### config.mk
export PLATFORM = sky130hd
export DESIGN_NAME = sliding_window_rate_meter_top_flat
export DESIGN_NICKNAME = d
export VERILOG_FILES = /design/src/rtl/swrm_pkg.sv /design/src/rtl/swrm_in_if.sv /design/src/rtl/swrm_out_if.sv /design/src/rtl/swrm_cfg_if.sv /design/src/rtl/sliding_window_rate_meter_top.sv /design/src/rtl/swrm_ram.sv /design/src/flat_wrapper.sv
export SDC_FILE = /design/constraint.sdc
export NUM_CORES = 2
export LEC_CHECK = 0
export ABC_AREA = 1
export ABC_CLOCK_PERIOD_IN_PS = 12200
export BUFFER_PORTS_ARGS = -buffer_cell sky130_fd_sc_hd__buf_2
export CAP_MARGIN = 10
export CORE_MARGIN = 2
export CORE_UTILIZATION = 35
export DETAILED_ROUTE_END_ITERATION = 8
export GPL_ROUTABILITY_DRIVEN = 0
export PLACE_DENSITY_LB_ADDON = 0.12
export SLEW_MARGIN = 20
export SYNTH_ARGS = -nofsm -noshare
export SYNTH_HDL_FRONTEND = slang
export SYNTH_SLANG_ARGS = --single-unit
export TNS_END_PERCENT = 20
### constraint.sdc
create_clock -name i_clk -period 12.2 [get_ports i_clk]
set_input_delay 0.61 -clock i_clk [delete_from_list [all_inputs] [get_ports i_clk]]
set_output_delay 0.61 -clock i_clk [all_outputs]
set_load 0.1 [all_outputs]
### src/rtl/swrm_pkg.sv
package swrm_pkg;

    localparam int unsigned WINDOW_DEPTH_DEF = 64;
    localparam logic [31:0] SPAN_RESET       = 32'd10000;

    localparam int unsigned STAMP_W = 32;
    localparam int unsigned LEN_W   = 16;
    localparam int unsigned ENTRY_W = STAMP_W + LEN_W;
    localparam int unsigned WCNT_W  = 7;
    localparam int unsigned WSUM_W  = 22;
    localparam int unsigned TOT_W   = 32;

    localparam logic CMD_ARRIVAL = 1'b0;
    localparam logic CMD_TIME    = 1'b1;

    typedef enum logic [2:0] {
        ST_IDLE,
        ST_DROP_RD,
        ST_DROP,
        ST_PUSH,
        ST_PRUNE_RD,
        ST_PRUNE_CHK,
        ST_OUT
    } t_state;

endpackage

### src/rtl/swrm_in_if.sv
interface swrm_in_if;
    logic                          valid;
    logic                          ready;
    logic                          command;
    logic [swrm_pkg::STAMP_W-1:0]  time_stamp;
    logic [swrm_pkg::LEN_W-1:0]    msg_len;

    modport source (output valid, output command, output time_stamp, output msg_len,
                    input ready);
    modport sink   (input valid, input command, input time_stamp, input msg_len,
                    output ready);
endinterface

### src/rtl/swrm_out_if.sv
interface swrm_out_if;
    logic                        valid;
    logic                        ready;
    logic [swrm_pkg::WCNT_W-1:0] window_count;
    logic [swrm_pkg::WSUM_W-1:0] window_chars;
    logic [swrm_pkg::TOT_W-1:0]  total_count;
    logic [swrm_pkg::TOT_W-1:0]  char_total;
    logic                        overflow_flag;

    modport source (output valid, output window_count, output window_chars,
                    output total_count, output char_total, output overflow_flag,
                    input ready);
    modport sink   (input valid, input window_count, input window_chars,
                    input total_count, input char_total, input overflow_flag,
                    output ready);
endinterface

### src/rtl/swrm_cfg_if.sv
interface swrm_cfg_if;
    logic                         valid;
    logic                         ready;
    logic [swrm_pkg::TOT_W-1:0]   data;

    modport source (output valid, output data, input ready);
    modport sink   (input valid, input data, output ready);
endinterface

### src/rtl/sliding_window_rate_meter_top.sv
// An item is accepted only in the idle state, so a further item waits until the result is taken.
// An arrival while the time is unset, or a time update to zero, goes straight to ST_OUT; other
// time updates pass through the prune states, and arrivals through ST_PUSH (after ST_DROP_RD and
// ST_DROP when the window is full) and then the prune states. Each expired entry removed is read
// in ST_PRUNE_RD and checked in ST_PRUNE_CHK by the single memory read port and shared subtractor.
// Synchronous active-low reset clears the counters, the current time and the window
// pointers, and sets the window span to 10000; the window memory itself is not cleared.
module sliding_window_rate_meter_top #(
    parameter int unsigned WINDOW_DEPTH = swrm_pkg::WINDOW_DEPTH_DEF
) (
    input  logic         i_clk,
    input  logic         i_rst_n,
    swrm_in_if.sink      i_in,
    swrm_out_if.source   o_res,
    swrm_cfg_if.sink     i_cfg
);

    localparam int unsigned AW = $clog2(WINDOW_DEPTH);
    localparam int unsigned CW = $clog2(WINDOW_DEPTH + 1);
    localparam int unsigned SW = AW + 1;
    localparam int unsigned SPW = swrm_pkg::STAMP_W;
    localparam int unsigned LW = swrm_pkg::LEN_W;
    localparam int unsigned WSW = swrm_pkg::WSUM_W;
    localparam int unsigned TW = swrm_pkg::TOT_W;
    localparam int unsigned WCW = swrm_pkg::WCNT_W;

    swrm_pkg::t_state r_state, n_state;

    logic [AW-1:0]  r_head, n_head;
    logic [CW-1:0]  r_count, n_count;
    logic [WSW-1:0] r_sum, n_sum;
    logic [SPW-1:0] r_cur, n_cur;
    logic [TW-1:0]  r_msgs, n_msgs;
    logic [TW-1:0]  r_chars, n_chars;
    logic [TW-1:0]  r_span;
    logic           r_ovf, n_ovf;
    logic           r_keep, n_keep;
    logic           r_cmd;
    logic [SPW-1:0] r_ts;
    logic [LW-1:0]  r_len;

    logic                         we;
    logic [AW-1:0]                tail;
    logic [SW-1:0]                tail_raw;
    logic [swrm_pkg::ENTRY_W-1:0] rd_data;
    logic [SPW-1:0]               rd_stamp;
    logic [LW-1:0]                rd_len;
    logic [SPW:0]                 age;
    logic                         expired;
    logic                         accept;
    logic [AW-1:0]                head_inc;

    swrm_ram #(
        .WIDTH (swrm_pkg::ENTRY_W),
        .DEPTH (WINDOW_DEPTH)
    ) u_ram (
        .i_clk   (i_clk),
        .i_we    (we),
        .i_waddr (tail),
        .i_wdata ({r_ts, r_len}),
        .i_raddr (r_head),
        .o_rdata (rd_data)
    );

    assign rd_stamp = rd_data[swrm_pkg::ENTRY_W-1:LW];
    assign rd_len   = rd_data[LW-1:0];

    // The shared subtractor yields the age of the oldest entry and its borrow.
    assign age     = {1'b0, r_cur} - {1'b0, rd_stamp};
    assign expired = !age[SPW] && (age[SPW-1:0] != '0) && (age[SPW-1:0] > r_span);

    assign tail_raw = SW'(r_head) + SW'(r_count);
    assign tail     = (tail_raw >= SW'(WINDOW_DEPTH)) ? AW'(tail_raw - SW'(WINDOW_DEPTH))
                                                      : AW'(tail_raw);
    assign head_inc = (r_head == AW'(WINDOW_DEPTH - 1)) ? '0 : r_head + AW'(1);

    assign i_in.ready  = (r_state == swrm_pkg::ST_IDLE);
    assign accept      = i_in.valid && i_in.ready;
    assign i_cfg.ready = 1'b1;

    assign o_res.valid         = (r_state == swrm_pkg::ST_OUT);
    assign o_res.window_count  = WCW'(r_count);
    assign o_res.window_chars  = r_sum;
    assign o_res.total_count   = r_msgs;
    assign o_res.char_total    = r_chars;
    assign o_res.overflow_flag = r_ovf;

    always_ff @(posedge i_clk) begin
        if (!i_rst_n) begin
            r_state <= swrm_pkg::ST_IDLE;
            r_head  <= '0;
            r_count <= '0;
            r_sum   <= '0;
            r_cur   <= '0;
            r_msgs  <= '0;
            r_chars <= '0;
            r_ovf   <= 1'b0;
            r_keep  <= 1'b0;
            r_span  <= swrm_pkg::SPAN_RESET;
        end else begin
            r_state <= n_state;
            r_head  <= n_head;
            r_count <= n_count;
            r_sum   <= n_sum;
            r_cur   <= n_cur;
            r_msgs  <= n_msgs;
            r_chars <= n_chars;
            r_ovf   <= n_ovf;
            r_keep  <= n_keep;
            if (i_cfg.valid && i_cfg.ready && (i_cfg.data != '0)) begin
                r_span <= i_cfg.data;
            end
        end
    end

    always_ff @(posedge i_clk) begin
        if (accept) begin
            r_cmd <= i_in.command;
            r_ts  <= i_in.time_stamp;
            r_len <= i_in.msg_len;
        end
    end

    always_comb begin
        n_state = r_state;
        n_head  = r_head;
        n_count = r_count;
        n_sum   = r_sum;
        n_cur   = r_cur;
        n_msgs  = r_msgs;
        n_chars = r_chars;
        n_ovf   = r_ovf;
        n_keep  = r_keep;
        we      = 1'b0;
        unique case (r_state)
            swrm_pkg::ST_IDLE: begin
                if (accept) begin
                    n_ovf = 1'b0;
                    if (i_in.command == swrm_pkg::CMD_ARRIVAL) begin
                        n_msgs  = r_msgs + TW'(1);
                        n_chars = r_chars + TW'(i_in.msg_len);
                        n_keep  = 1'b1;
                        if (r_cur == '0) begin
                            n_state = swrm_pkg::ST_OUT;
                        end else if (r_count == CW'(WINDOW_DEPTH)) begin
                            n_state = swrm_pkg::ST_DROP_RD;
                        end else begin
                            n_state = swrm_pkg::ST_PUSH;
                        end
                    end else begin
                        n_cur  = i_in.time_stamp;
                        n_keep = 1'b0;
                        if (i_in.time_stamp == '0) begin
                            n_state = swrm_pkg::ST_OUT;
                        end else begin
                            n_state = swrm_pkg::ST_PRUNE_RD;
                        end
                    end
                end
            end
            swrm_pkg::ST_DROP_RD: begin
                n_state = swrm_pkg::ST_DROP;
            end
            swrm_pkg::ST_DROP: begin
                n_sum   = r_sum - WSW'(rd_len);
                n_head  = head_inc;
                n_count = r_count - CW'(1);
                n_ovf   = 1'b1;
                n_state = swrm_pkg::ST_PUSH;
            end
            swrm_pkg::ST_PUSH: begin
                we      = 1'b1;
                n_count = r_count + CW'(1);
                n_sum   = r_sum + WSW'(r_len);
                n_state = swrm_pkg::ST_PRUNE_RD;
            end
            swrm_pkg::ST_PRUNE_RD: begin
                if (r_count > CW'(r_keep)) begin
                    n_state = swrm_pkg::ST_PRUNE_CHK;
                end else begin
                    n_state = swrm_pkg::ST_OUT;
                end
            end
            swrm_pkg::ST_PRUNE_CHK: begin
                if (expired) begin
                    n_sum   = r_sum - WSW'(rd_len);
                    n_head  = head_inc;
                    n_count = r_count - CW'(1);
                    n_state = swrm_pkg::ST_PRUNE_RD;
                end else begin
                    n_state = swrm_pkg::ST_OUT;
                end
            end
            swrm_pkg::ST_OUT: begin
                if (o_res.ready) begin
                    n_state = swrm_pkg::ST_IDLE;
                end
            end
            default: begin
                n_state = swrm_pkg::ST_IDLE;
            end
        endcase
    end

`ifndef ASSERT_OFF
    a_count_bound: assert property (@(posedge i_clk) disable iff (!i_rst_n)
        r_count <= CW'(WINDOW_DEPTH))
        else $error("window count exceeds the store depth");

    a_no_overlap: assert property (@(posedge i_clk) disable iff (!i_rst_n)
        !(i_in.ready && o_res.valid))
        else $error("input ready while a result is pending");

    a_ovf_arrival: assert property (@(posedge i_clk) disable iff (!i_rst_n)
        (o_res.valid && o_res.overflow_flag) |-> (r_cmd == swrm_pkg::CMD_ARRIVAL))
        else $error("overflow flag set for a time update");

    a_push_room: assert property (@(posedge i_clk) disable iff (!i_rst_n)
        (r_state == swrm_pkg::ST_PUSH) |-> (r_count < CW'(WINDOW_DEPTH)))
        else $error("push into a full window store");
`endif

endmodule

### src/rtl/swrm_ram.sv
module swrm_ram #(
    parameter int unsigned WIDTH = swrm_pkg::ENTRY_W,
    parameter int unsigned DEPTH = swrm_pkg::WINDOW_DEPTH_DEF
) (
    input  logic                     i_clk,
    input  logic                     i_we,
    input  logic [$clog2(DEPTH)-1:0] i_waddr,
    input  logic [WIDTH-1:0]         i_wdata,
    input  logic [$clog2(DEPTH)-1:0] i_raddr,
    output logic [WIDTH-1:0]         o_rdata
);

    logic [WIDTH-1:0] r_mem [DEPTH];

    always_ff @(posedge i_clk) begin
        if (i_we) begin
            r_mem[i_waddr] <= i_wdata;
        end
        o_rdata <= r_mem[i_raddr];
    end

endmodule
### src/flat_wrapper.sv
// flat-port wrapper written by rule: the top's interface ports become plain ports
module sliding_window_rate_meter_top_flat 
#(
    parameter int unsigned WINDOW_DEPTH = swrm_pkg::WINDOW_DEPTH_DEF
)
  (i_clk, i_rst_n, i_in_valid, i_in_command, i_in_time_stamp, i_in_msg_len, i_in_ready, o_res_valid, o_res_window_count, o_res_window_chars, o_res_total_count, o_res_char_total, o_res_overflow_flag, o_res_ready, i_cfg_valid, i_cfg_data, i_cfg_ready);
  swrm_in_if i_in_i ();
  swrm_out_if o_res_i ();
  swrm_cfg_if i_cfg_i ();
  input  logic i_clk;
  input  logic i_rst_n;
  input wire logic [$bits(i_in_i.valid)-1:0] i_in_valid;
  input wire logic [$bits(i_in_i.command)-1:0] i_in_command;
  input wire logic [$bits(i_in_i.time_stamp)-1:0] i_in_time_stamp;
  input wire logic [$bits(i_in_i.msg_len)-1:0] i_in_msg_len;
  output wire logic [$bits(i_in_i.ready)-1:0] i_in_ready;
  output wire logic [$bits(o_res_i.valid)-1:0] o_res_valid;
  output wire logic [$bits(o_res_i.window_count)-1:0] o_res_window_count;
  output wire logic [$bits(o_res_i.window_chars)-1:0] o_res_window_chars;
  output wire logic [$bits(o_res_i.total_count)-1:0] o_res_total_count;
  output wire logic [$bits(o_res_i.char_total)-1:0] o_res_char_total;
  output wire logic [$bits(o_res_i.overflow_flag)-1:0] o_res_overflow_flag;
  input wire logic [$bits(o_res_i.ready)-1:0] o_res_ready;
  input wire logic [$bits(i_cfg_i.valid)-1:0] i_cfg_valid;
  input wire logic [$bits(i_cfg_i.data)-1:0] i_cfg_data;
  output wire logic [$bits(i_cfg_i.ready)-1:0] i_cfg_ready;
  assign i_in_i.valid = i_in_valid;
  assign i_in_i.command = i_in_command;
  assign i_in_i.time_stamp = i_in_time_stamp;
  assign i_in_i.msg_len = i_in_msg_len;
  assign i_in_ready = i_in_i.ready;
  assign o_res_valid = o_res_i.valid;
  assign o_res_window_count = o_res_i.window_count;
  assign o_res_window_chars = o_res_i.window_chars;
  assign o_res_total_count = o_res_i.total_count;
  assign o_res_char_total = o_res_i.char_total;
  assign o_res_overflow_flag = o_res_i.overflow_flag;
  assign o_res_i.ready = o_res_ready;
  assign i_cfg_i.valid = i_cfg_valid;
  assign i_cfg_i.data = i_cfg_data;
  assign i_cfg_ready = i_cfg_i.ready;
  sliding_window_rate_meter_top #(.WINDOW_DEPTH(WINDOW_DEPTH)) u_core (.i_clk(i_clk), .i_rst_n(i_rst_n), .i_in(i_in_i), .o_res(o_res_i), .i_cfg(i_cfg_i));
endmodule
==> results.json <==
{
  "postSynthCellCount": 10645,
  "pre_cts_ws_ns": 7.27,
  "start_util_pct": 35.1,
  "post-route-period-util_pct": 40.6,
  "synthXorXnorAreaFrac_pct": 0.477,
  "p_leak_nw": 50.8,
  "cts_num_sinks": 3336,
  "drt_first_pass_iters": 5,
  "dr.first_iter.drc_count": 10927,
  "status": "complete, no violations",
  "fmax_mhz": 202,
  "synth_compound_area_share_pct": 12.8,
  "async_flop_share_pct": 0,
  "grt_pass1_wl_mm": 682,
  "cts_setup_buffers": 0,
  "cts_resized": 0,
  "ys.flop_type": "edfxtp_1",
  "via_per_inst": 5.70,
  "cp_max_fo": 41,
  "clock_latency_ns": 0.95,
  "cpMostUsedCell": "nand2_1",
  "wire_per_inst_um": 30.1,
  "portBuffers": 181,
  "max-cap-violations": 0,
  "clk_transition_reported_paths_ns": 0.06,
  "hpwl_mm": 266,
  "postRouteAntennaNets": 0,
  "route.detailed.drc": 0,
  "layout_setup_ws_ns": 7.25,
  "vdd.ir_drop.worst_uv": 158,
  "drive_gt1_share_pct": 9.62,
  "layout_common_cells": "edfxtp_1, nor2_1, o21ai_0, nand2_1, o22ai_1",
  "yosysUniqueCellTypes": 59,
  "p_per_area_nw_per_um2": 204,
  "synth_area_per_cell_um2": 12.6,
  "cp-start-kind": "flip-flop",
  "postRouteWirelength_mm": 487,
  "ys_ff_latch": 3336,
  "fillers": 35742,
  "critPathArrivalTime_ns": 5.78,
  "worst_pin_slew_ns": 1.22,
  "rrSetupSlack_ns": 7.25,
  "ios": 183,
  "drv_slew": 0,
  "grt_antenna_before_repair": 32,
  "clock_skew_ns": 0.0646,
  "areaGrowthSynthToFinish_pct": 14.8,
  "crit_path_end_kind": "flip-flop",
  "final_common_cell": "edfxtp_1",
  "setup_violations": 0,
  "grt_pass1_vias": 88404,
  "max_slew_margin_pct": 18.7,
  "synth.area.mux_share_pct": 0,
  "grt_usage_pct": 24.3,
  "yosysWarnings": 0,
  "yosys.area_share.adder_pct": 1.15,
  "ctsHoldBuffers": 75,
  "cts_made_buffers": 360,
  "core-area_um2": 382000,
  "die-width_um": 623,
  "cp_slowest_cell": "nand2_4",
  "clockBufferDepth": 4,
  "rows": 227,
  "htreeDepth": 5,
  "crit_required_ns": 13.03,
  "hold_viol_final": 0,
  "critPathKind": "reg2reg",
  "syn_nets": 10851,
  "overflow": 0,
  "cts-root-buf": "clkbuf_16",
  "via_count": 92202,
  "cts_tree": "yes",
  "placed_cell_area_um2": 141000,
  "die_area_um2": 388000,
  "cpPeakStageDelay_ns": 0.47,
  "yosysSeqAreaShare_pct": 73.2,
  "layout_min_cycle_time_ns": 4.95,
  "fin_setup_tns_ns": 0,
  "grt_max_degree": 169,
  "worstHoldPathType": "in2reg",
  "synth_top_family_by_area": "compound AO/OA/AOI/OAI gates",
  "nNetsFinal": 11049,
  "synth-edff-count": 3120,
  "synth_area_um2": 134000,
  "synth-simple-area-share_pct": 9.47,
  "rsz0062_at_grt": "false",
  "die_h_um": 623,
  "final_cell_area_um2": 154000
}
worst paths after layout:
check | start | to | depth (start not counted)
min reg2reg | u_core.r_span[22] | u_core.r_span[22] | 2
max reg2reg | u_core.r_cur[0] | u_core.o_res.window_chars[19] | 29
max | u_core.r_cur[0] | u_core.o_res.window_chars[19] | 29
min | i_in_msg_len[11] | u_core.r_len[11] | 1
layer usage:
layer  wire (µm)  up-vias  track usage [%]
li1            -    39939                -
met1      211000    47649             34.3
met2      224000     3956             39.2
met3       37200      652             3.67
met4       13900        6             6.62
met5          35        -                0
critical path, delay by kind of cell (launching register included):
kind	cells	cell delay, ns
and+or+nand+nor	21	2.94
DFF	1	0.34
adders and majority gates	3	0.90
buffers and inverters	5	0.63
sequential cells by signal (all words and copies together) (netlist names):
register                    count
u_core.u_ram.r_mem           3072
u_core.u_ram.o_rdata           48
u_core.o_res.char_total        32
u_core.o_res.total_count       32
u_core.r_cur                   32
u_core.r_span                  32
u_core.r_ts                    32
u_core.o_res.window_chars      22
u_core.r_len                   16
u_core.o_res.window_count       7
u_core.r_head                   6
u_core.r_state                  3
u_core.o_res.overflow_flag      1
u_core.r_keep                   1
per-stage QoR:
step	hold WS [ns]	power (mW)	utilization, %	cells
final	0.0797	31.3	40.3	16184
after CTS	0.00575	31.5	40.3	16180
after global routing	0.0144	32.6	40.3	16181
after detailed placement	0.458	20.4	37.0	15444
after floorplan	0.435	18.1	-	10645
after global placement	0.456	20.3	37.0	15444
logic make-up after synthesis:
group,after synthesis
compound gates,2938
xor+xnor,73
fa+ha+maj,120
buf+inv,1024
flops,3336
other cells,1
simple gates,3153
area by class of cell:
class	count	area [µm²]	area share [%]
Antenna cell	4	10.0	0.00651
Clock buffer	450	9600	6.24
Clock inverter	211	2190	1.43
Inverter	335	1300	0.843
Multi-Input combinational cell	6285	32500	21.1
Sequential cell	3336	98000	63.8
Tap cell	5038	6300	4.10
Timing Repair Buffer	525	3850	2.51
synth_stat cells, types with 5 or more instances:
cell type / number / share of area [%]
nand2_1: 826 / 2.3
a31oi_1: 87 / 0.41
nand3_1: 267 / 1.0
a32o_1: 10 / 0.075
o21bai_1: 21 / 0.12
o21ai_0: 1672 / 6.2
a311oi_1: 5 / 0.033
nor2_1: 1874 / 5.3
o311a_1: 6 / 0.045
a221o_1: 21 / 0.16
buf_1: 31 / 0.087
nor3_1: 37 / 0.14
inv_1: 321 / 0.90
xor2_1: 51 / 0.33
o221ai_1: 308 / 2.0
buf_4: 8 / 0.045
clkbuf_1: 557 / 1.6
ha_1: 115 / 1.1
nor4_1: 31 / 0.14
xnor2_1: 22 / 0.14
a21oi_1: 224 / 0.84
fa_1: 5 / 0.075
o21ai_1: 13 / 0.049
inv_2: 8 / 0.022
o22ai_1: 462 / 2.2
edfxtp_1: 3120 / 70
a21o_1: 5 / 0.028
o211ai_1: 87 / 0.49
nand4_1: 80 / 0.37
clkinv_1: 5 / 0.014
dfxtp_1: 216 / 3.2
nor2_2: 5 / 0.023
buf_2: 90 / 0.34
report_power, final:
group	switching [mW]	internal [mW]	total (mW)
clock network	4.63	6.46	11.1
logic	4.99	1.57	6.56
registers	0.218	13.4	13.7
Note: power is estimated with default switching activity, not from simulation.
